File: config.mk
export PLATFORM = sky130hd
export DESIGN_NAME = lsegt_ctrl
export DESIGN_NICKNAME = d
export VERILOG_FILES = /design/src/rtl/lsegt_pkg.sv /design/src/rtl/lsegt_ctrl.sv
export SDC_FILE = /design/constraint.sdc
export NUM_CORES = 1
export LEC_CHECK = 0
export BUFFER_PORTS_ARGS = -buffer_cell sky130_fd_sc_hd__buf_2
export CAP_MARGIN = 5
export CORE_MARGIN = 2
export CORE_UTILIZATION = 40
export CTS_CLUSTER_SIZE = 40
export DETAILED_ROUTE_END_ITERATION = 10
export GPL_TIMING_DRIVEN = 0
export PLACE_DENSITY_LB_ADDON = 0.1
export REMOVE_ABC_BUFFERS = 1
export SLEW_MARGIN = 20
export SYNTH_ARGS = -nofsm -noshare
export SYNTH_HDL_FRONTEND = slang
export SYNTH_SLANG_ARGS = --single-unit
File: constraint.sdc
create_clock -name clk -period 1.6 [get_ports clk]
set_input_delay 0.08 -clock clk [delete_from_list [all_inputs] [get_ports clk]]
set_output_delay 0.08 -clock clk [all_outputs]
set_load 0.01 [all_outputs]
File: src/rtl/lsegt_pkg.sv
package lsegt_pkg;

  typedef enum logic [1:0] {
    OP_LOAD  = 2'd0,
    OP_ADD   = 2'd1,
    OP_QUERY = 2'd2,
    OP_NONE  = 2'd3
  } op_t;

  typedef enum logic [3:0] {
    ST_CLR,
    ST_IDLE,
    ST_DEC,
    ST_PF_RD,
    ST_PF_ACC,
    ST_PF_MLO,
    ST_PF_MHI,
    ST_PF_FIN,
    ST_OUT,
    ST_SETD,
    ST_UP_INIT,
    ST_UP_MLO,
    ST_UP_MHI,
    ST_UP_RD,
    ST_UP_WR
  } state_t;

  // Commands from the controller to the datapath.
  typedef struct packed {
    logic clr;
    logic cap;
    logic pf_init;
    logic pf_lo;
    logic rd;
    logic pf_acc;
    logic mul_lo;
    logic mul_hi;
    logic mul_d;
    logic pf_fin;
    logic pf_first;
    logic set_d;
    logic up_init;
    logic up_hi;
    logic up_wr;
  } cmd_t;

  // Status from the datapath to the controller.
  typedef struct packed {
    logic clr_done;
    logic i_zero;
    logic i_over;
    logic empty;
    op_t  op;
  } sts_t;

endpackage

File: src/rtl/lsegt_ctrl.sv
module lsegt_ctrl
  import lsegt_pkg::*;
(
  input  logic clk,
  input  logic rst_n,
  input  logic start,
  input  sts_t sts,
  output cmd_t cmd,
  output logic busy,
  output logic out_valid
);

  state_t state_r, state_nxt;
  logic   pass_r, pass_nxt;
  logic   upd_r, upd_nxt;

  always_ff @(posedge clk) begin
    if (!rst_n) begin
      state_r <= ST_CLR;
      pass_r  <= 1'b0;
      upd_r   <= 1'b0;
    end else begin
      state_r <= state_nxt;
      pass_r  <= pass_nxt;
      upd_r   <= upd_nxt;
    end
  end

  always_comb begin
    state_nxt = state_r;
    pass_nxt  = pass_r;
    upd_nxt   = upd_r;
    unique case (state_r)
      ST_CLR:     if (sts.clr_done) state_nxt = ST_IDLE;
      ST_IDLE:    if (start) state_nxt = ST_DEC;
      ST_DEC: begin
        pass_nxt = 1'b0;
        priority if (sts.op == OP_QUERY) begin
          state_nxt = sts.empty ? ST_OUT : ST_PF_RD;
        end else if (sts.op == OP_LOAD) begin
          state_nxt = sts.empty ? ST_IDLE : ST_PF_RD;
        end else if (sts.op == OP_ADD) begin
          state_nxt = sts.empty ? ST_IDLE : ST_SETD;
        end else begin
          state_nxt = ST_IDLE;
        end
      end
      ST_PF_RD:   state_nxt = sts.i_zero ? ST_PF_MLO : ST_PF_ACC;
      ST_PF_ACC:  state_nxt = ST_PF_RD;
      ST_PF_MLO:  state_nxt = ST_PF_MHI;
      ST_PF_MHI:  state_nxt = ST_PF_FIN;
      ST_PF_FIN: begin
        if (!pass_r) begin
          pass_nxt  = 1'b1;
          state_nxt = ST_PF_RD;
        end else begin
          state_nxt = (sts.op == OP_QUERY) ? ST_OUT : ST_SETD;
        end
      end
      ST_OUT:     state_nxt = ST_IDLE;
      ST_SETD: begin
        upd_nxt   = 1'b0;
        state_nxt = ST_UP_INIT;
      end
      ST_UP_INIT: state_nxt = ST_UP_MLO;
      ST_UP_MLO:  state_nxt = ST_UP_MHI;
      ST_UP_MHI:  state_nxt = ST_UP_RD;
      ST_UP_RD: begin
        if (sts.i_over) begin
          upd_nxt   = 1'b1;
          state_nxt = upd_r ? ST_IDLE : ST_UP_INIT;
        end else begin
          state_nxt = ST_UP_WR;
        end
      end
      ST_UP_WR:   state_nxt = ST_UP_RD;
      default:    state_nxt = ST_IDLE;
    endcase
  end

  always_comb begin
    cmd       = '0;
    busy      = 1'b1;
    out_valid = 1'b0;
    unique case (state_r)
      ST_CLR:  cmd.clr = 1'b1;
      ST_IDLE: begin
        busy    = 1'b0;
        cmd.cap = start;
      end
      ST_DEC: begin
        if (!sts.empty && (sts.op == OP_QUERY || sts.op == OP_LOAD)) begin
          cmd.pf_init = 1'b1;
        end
      end
      ST_PF_RD:   cmd.rd = !sts.i_zero;
      ST_PF_ACC:  cmd.pf_acc = 1'b1;
      ST_PF_MLO:  cmd.mul_lo = 1'b1;
      ST_PF_MHI:  cmd.mul_hi = 1'b1;
      ST_PF_FIN: begin
        cmd.pf_fin   = 1'b1;
        cmd.pf_first = !pass_r;
        if (!pass_r) begin
          cmd.pf_init = 1'b1;
          cmd.pf_lo   = 1'b1;
        end
      end
      ST_OUT:     out_valid = 1'b1;
      ST_SETD:    cmd.set_d = 1'b1;
      ST_UP_INIT: begin
        cmd.up_init = 1'b1;
        cmd.up_hi   = upd_r;
      end
      ST_UP_MLO: begin
        cmd.mul_lo = 1'b1;
        cmd.mul_d  = 1'b1;
      end
      ST_UP_MHI: begin
        cmd.mul_hi = 1'b1;
        cmd.mul_d  = 1'b1;
      end
      ST_UP_RD:   cmd.rd = !sts.i_over;
      ST_UP_WR:   cmd.up_wr = 1'b1;
      default:    busy = 1'b1;
    endcase
  end

endmodule

# Word level (Yosys, flattened, before mapping)
# Index checks and enable logic that the tools add are counted.
dict set report classes {
  addsub 0
  mul 0
  div_mod_pow 0
  order_cmp 0
  n_eq_ne 19
  shifts 0
  mux 34
  n_bitwise 0
  reduce_logical 16
}
# operator n
set op_table {}
lappend op_table {{$pmux 4 s13} 1}
lappend op_table {{$mux 4} 10}
lappend op_table {{$eq 4x4->1 const B} 7}
lappend op_table {{$eq 4x3->1 const B} 4}
lappend op_table {{$mux 1} 15}
lappend op_table {{$eq 4x2->1 const B} 2}
lappend op_table {{$mux 2} 4}
lappend op_table {{$pmux 1 s2} 4}
lappend op_table {{$reduce_or 2->1} 4}
lappend op_table {{$ne 2x2->1 const B} 3}
lappend op_table {{$eq 4x1->1 const B} 1}
lappend op_table {{$logic_not 1->1} 4}
lappend op_table {{$logic_not 4->1} 1}
lappend op_table {{$reduce_and 2->1} 2}
lappend op_table {{$reduce_bool 2->1} 2}
lappend op_table {{$eq 2x1->1 const B} 1}
lappend op_table {{$eq 2x2->1 const B} 1}
lappend op_table {{$logic_not 2->1} 1}
lappend op_table {{$logic_and 1x1->1} 1}
lappend op_table {{$logic_or 1x1->1} 1}
dict set report word_totals {
  reg_bits 6
  latchBits 0
  ramBits 0
  romBits 0
  output_inout_bits 17
  elab_cells 72
  mem_count 0
}

# Longest topological paths before layout
dict set report logic_depth {
  ltp_word 5
  mapped_depth 5
}

# Least setup slack after synthesis
# No wires, ideal clock.
dict set report synth_path {
  kind {reg2reg}
  from {register state_r[3]}
  to {register state_r[1]}
  setup_time_ns 0.059
  arrival_time_ns 1.299
  slack_ns 0.243
  stages_incl_launch_ff 4
  n_path_buf 0
  synth_period_minus_slack_ns 1.357
  path_cell_list {dfxtp_1 or4b_4 o32ai_4 o21ba_1}
}
dict set report synth_between {
  elab_chain_cells 3
}
# item line_no
set synth_rtl {}
lappend synth_rtl {{from (decl)} lsegt_ctrl.sv:13} ;# state_t state_r, state_nxt;
lappend synth_rtl {{from (signal assigned)} lsegt_ctrl.sv:23} ;# state_r <= state_nxt;
lappend synth_rtl {{$eq 4x4->1 (tied with other cells)} lsegt_ctrl.sv:33} ;# unique case (state_r)
lappend synth_rtl {{$reduce_or 2->1 (no source line) / $ne 2x2->1 (equally long branches)} n/a}
lappend synth_rtl {{$pmux 4 s13 / $reduce_and 2->1 (equally long branches)} n/a}
# Parallel ways exist; a longest one is shown, timed or not.
# A chain may end at the register's enable or synchronous reset.

==> out/metrics.yaml <==
run_status:
  outcome: "finished with violations"
  violations: "negative setup slack"
setup_path:
  critical_path.startpoint_type: "register"
  cp_max_fo: 11
  crit_chain: "or4b_4 > o32ai_4 > buf_2"
  crit_family: "simple AND/OR/NAND/NOR gates"
  crit_start: "state_r[0]"
  r2r_start: "state_r[0]"
  critPathMaxStageDelay_ns: 0.52
  crit_required_ns: 1.52
  worst-setup-path-type: "register to output port"
  cp-end-kind: "output port"
  arrival_ns: 1.54
  critPathBufInv: 1
  crit_slowest_cell: "or4b_4"
die:
  rows: 14
  fp.dieW_um: 44.7
  initial_core_util_pct: 43.4
  pin_count: 26
  dieArea_sq_um: 2000
  core-area_sq_um: 1520
  die_h_um: 44.7
pwr:
  leakagePower_nw: 0.411
  powerDensity_nw_per_um2: 439
  vdd_drop_max_mv: 0.365
  power.total_mw: 0.375
cts:
  cts_hold_buf: 0
  cts-buffers-inserted: 3
  cts_tree: "done"
  clk_pin_slew_ns: 0.05
  cts_root_buf: "clkbuf_4"
  clock_sinks: 6
  cts-htree-levels: 1
  clkLatencyLatePin_ns: 0.24
  cts_buffer_depth: 2
timing:
  finalWorstSetupSlack_ns: -0.0233
  grt_setup_unrepaired: "yes"
  clock_skew_ns: 0.00422
  hold_violations: 0
  fin_crit_sh_pct: 101
  worst_slew_pin_slew_ns: 0.308
  slew_violations: 0
  whs_ns: 0.118
  setup_viol: 1
  fmax_ghz: 0.616
  slew_headroom_pct: 79.1
  period_needed_ns: 1.62
yosys:
  ys_async_sr_fraction_pct: 0
  synth_edf_count: 0
  syn_avg_cell_area_sq_um: 8.17
  syn_area_sq_um: 662
  synth_cell_types: 43
  synth_flop_cell: "dfxtp_1"
  yosysSeqAreaShare_pct: 18.1
  ys_warn_count: 0
  ys_ff_latch: 6
  syn-instance-count: 81
route:
  dr.pass1.iters: 4
  via_per_inst: 5.93
  vias: 735
  ant_nets: 0
  drc: 0
  wire_per_inst_um: 14.7
  drt_iter0_drc: 15
  wl_um: 1820
global_route:
  gr-total-overflow: 0
  antenna_found_initial: 0
  grt_pass1_wl_um: 2810
  grt_pass1_vias: 600
  track_usage_pct: 18.9
  grt_max_degree: 14
finish:
  fin_nets: 119
  drive_gt1_share_pct: 44.4
  area_growth_pct: 29.1
  stdcell_area_sq_um: 855
  post-route-util_pct: 56.1
  num_antenna_cells: 0
flow_run:
  cap_viol_max_count: 0
hold_path:
  hold_path.class: "primary input to register"
  holdCritStartpoint: "rst_n"
placed_design:
  place_area_sq_um: 742
  port_buffers: 25
  hpwl_um: 1050
  place.gp.congestion: 0.716
## metal layers
metal  track usage (%)  routed length, um  vias up
met3              3.67                 76        0
met5                 0                  0        -
met4              1.82                  0        0
met1              28.2                869      350
li1                  -                  -      364
met2              28.7                872       21
## logic make-up (layout without fill, tap and decap cells)
logic type | count (synthesis) | after routing | share of synthesized area (%)
buffers and inverters | 12 | 39 | 11.0
AO/OA/AOI/OAI | 22 | 22 | 29.3
XOR/XNOR | 2 | 2 | 2.65
flip-flops | 6 | 6 | 18.1
AND/OR/NAND/NOR | 39 | 39 | 38.9
## stage by stage
stage	setup TNS (ns)	std cells	setup slack, ns
floorplan	-0.0280	71	-0.0280
global placement	-0.652	112	-0.190
detailed placement	-0.660	112	-0.200
CTS	-0.0218	124	-0.0218
global route	-0.0783	124	-0.0710
finish	-0.0233	124	-0.0233
## layout by cell type, fill, tap and decap left out, types with 2 or more instances in the layout
cell,count
a21boi_1,2
a21oi_1,2
a31oi_1,2
and2_1,2
and2b_2,2
and3_1,2
buf_2,27
buf_4,7
clkbuf_4,3
dfxtp_1,2
dfxtp_4,4
inv_1,2
nand2_1,5
nand2b_1,4
nand3_1,3
nand4b_1,3
nor2_1,4
nor3b_1,2
o21a_1,3
o22ai_1,2
xnor2_1,2
## worst register-to-register path: cells and delay by family (launching register included)
kind,cells,cell delay (ns)
buffers and inverters,1,0.17
AND/OR/NAND/NOR,1,0.52
flip-flops,1,0.38
AO/OA/AOI/OAI,2,0.34
## sequential cells by signal, indices dropped and copies added (netlist names)
register,count
pass_r,1
state_r,4
upd_r,1
## cell usage after synthesis (all sizes together), types with 3 or more instances
master  n  area [sq um]
nand2   5          18.8
and2b   3          25.0
dfxtp   6           120
nand2b  4          25.0
nand3   3          15.0
nor2    4          15.0
o21a    3          22.5
buf     9          57.6
nand4b  3          26.3
## power by group
| part | internal, mW | total, mW | switching, mW |
|---|---|---|---|
| registers | 0.149 | 0.156 | 0.00763 |
| clock network | 0.0848 | 0.138 | 0.0537 |
| logic | 0.0391 | 0.0803 | 0.0413 |
| total | 0.272 | 0.375 | 0.103 |
## cell type report
| class | count | area, sq um |
|---|---|---|
| Inverter | 2 | 7.51 |
| Fill cell | 154 | 669 |
| Clock buffer | 3 | 22.5 |
| Timing Repair Buffer | 34 | 188 |
| Multi-Input combinational cell | 63 | 482 |
| Sequential cell | 6 | 135 |
| Tap cell | 16 | 20.0 |
## repair_timing
action / 4_1_cts / 5_1_grt
setup endpoints to repair: 17 / 3
resized for setup: 8 / 2
pin swaps: 1 / 0
buffers inserted: 9 / 0
## path summary, 6_finish.rpt
path              cells after the start         end  slack [ns]
hold / removal                        2  state_r[2]        0.12
hold reg to reg                       2      pass_r        0.55
setup / recovery                      3     cmd[12]       -0.02
setup reg to reg                      4  state_r[3]        0.11
Note: power is estimated with default switching activity, not from simulation.
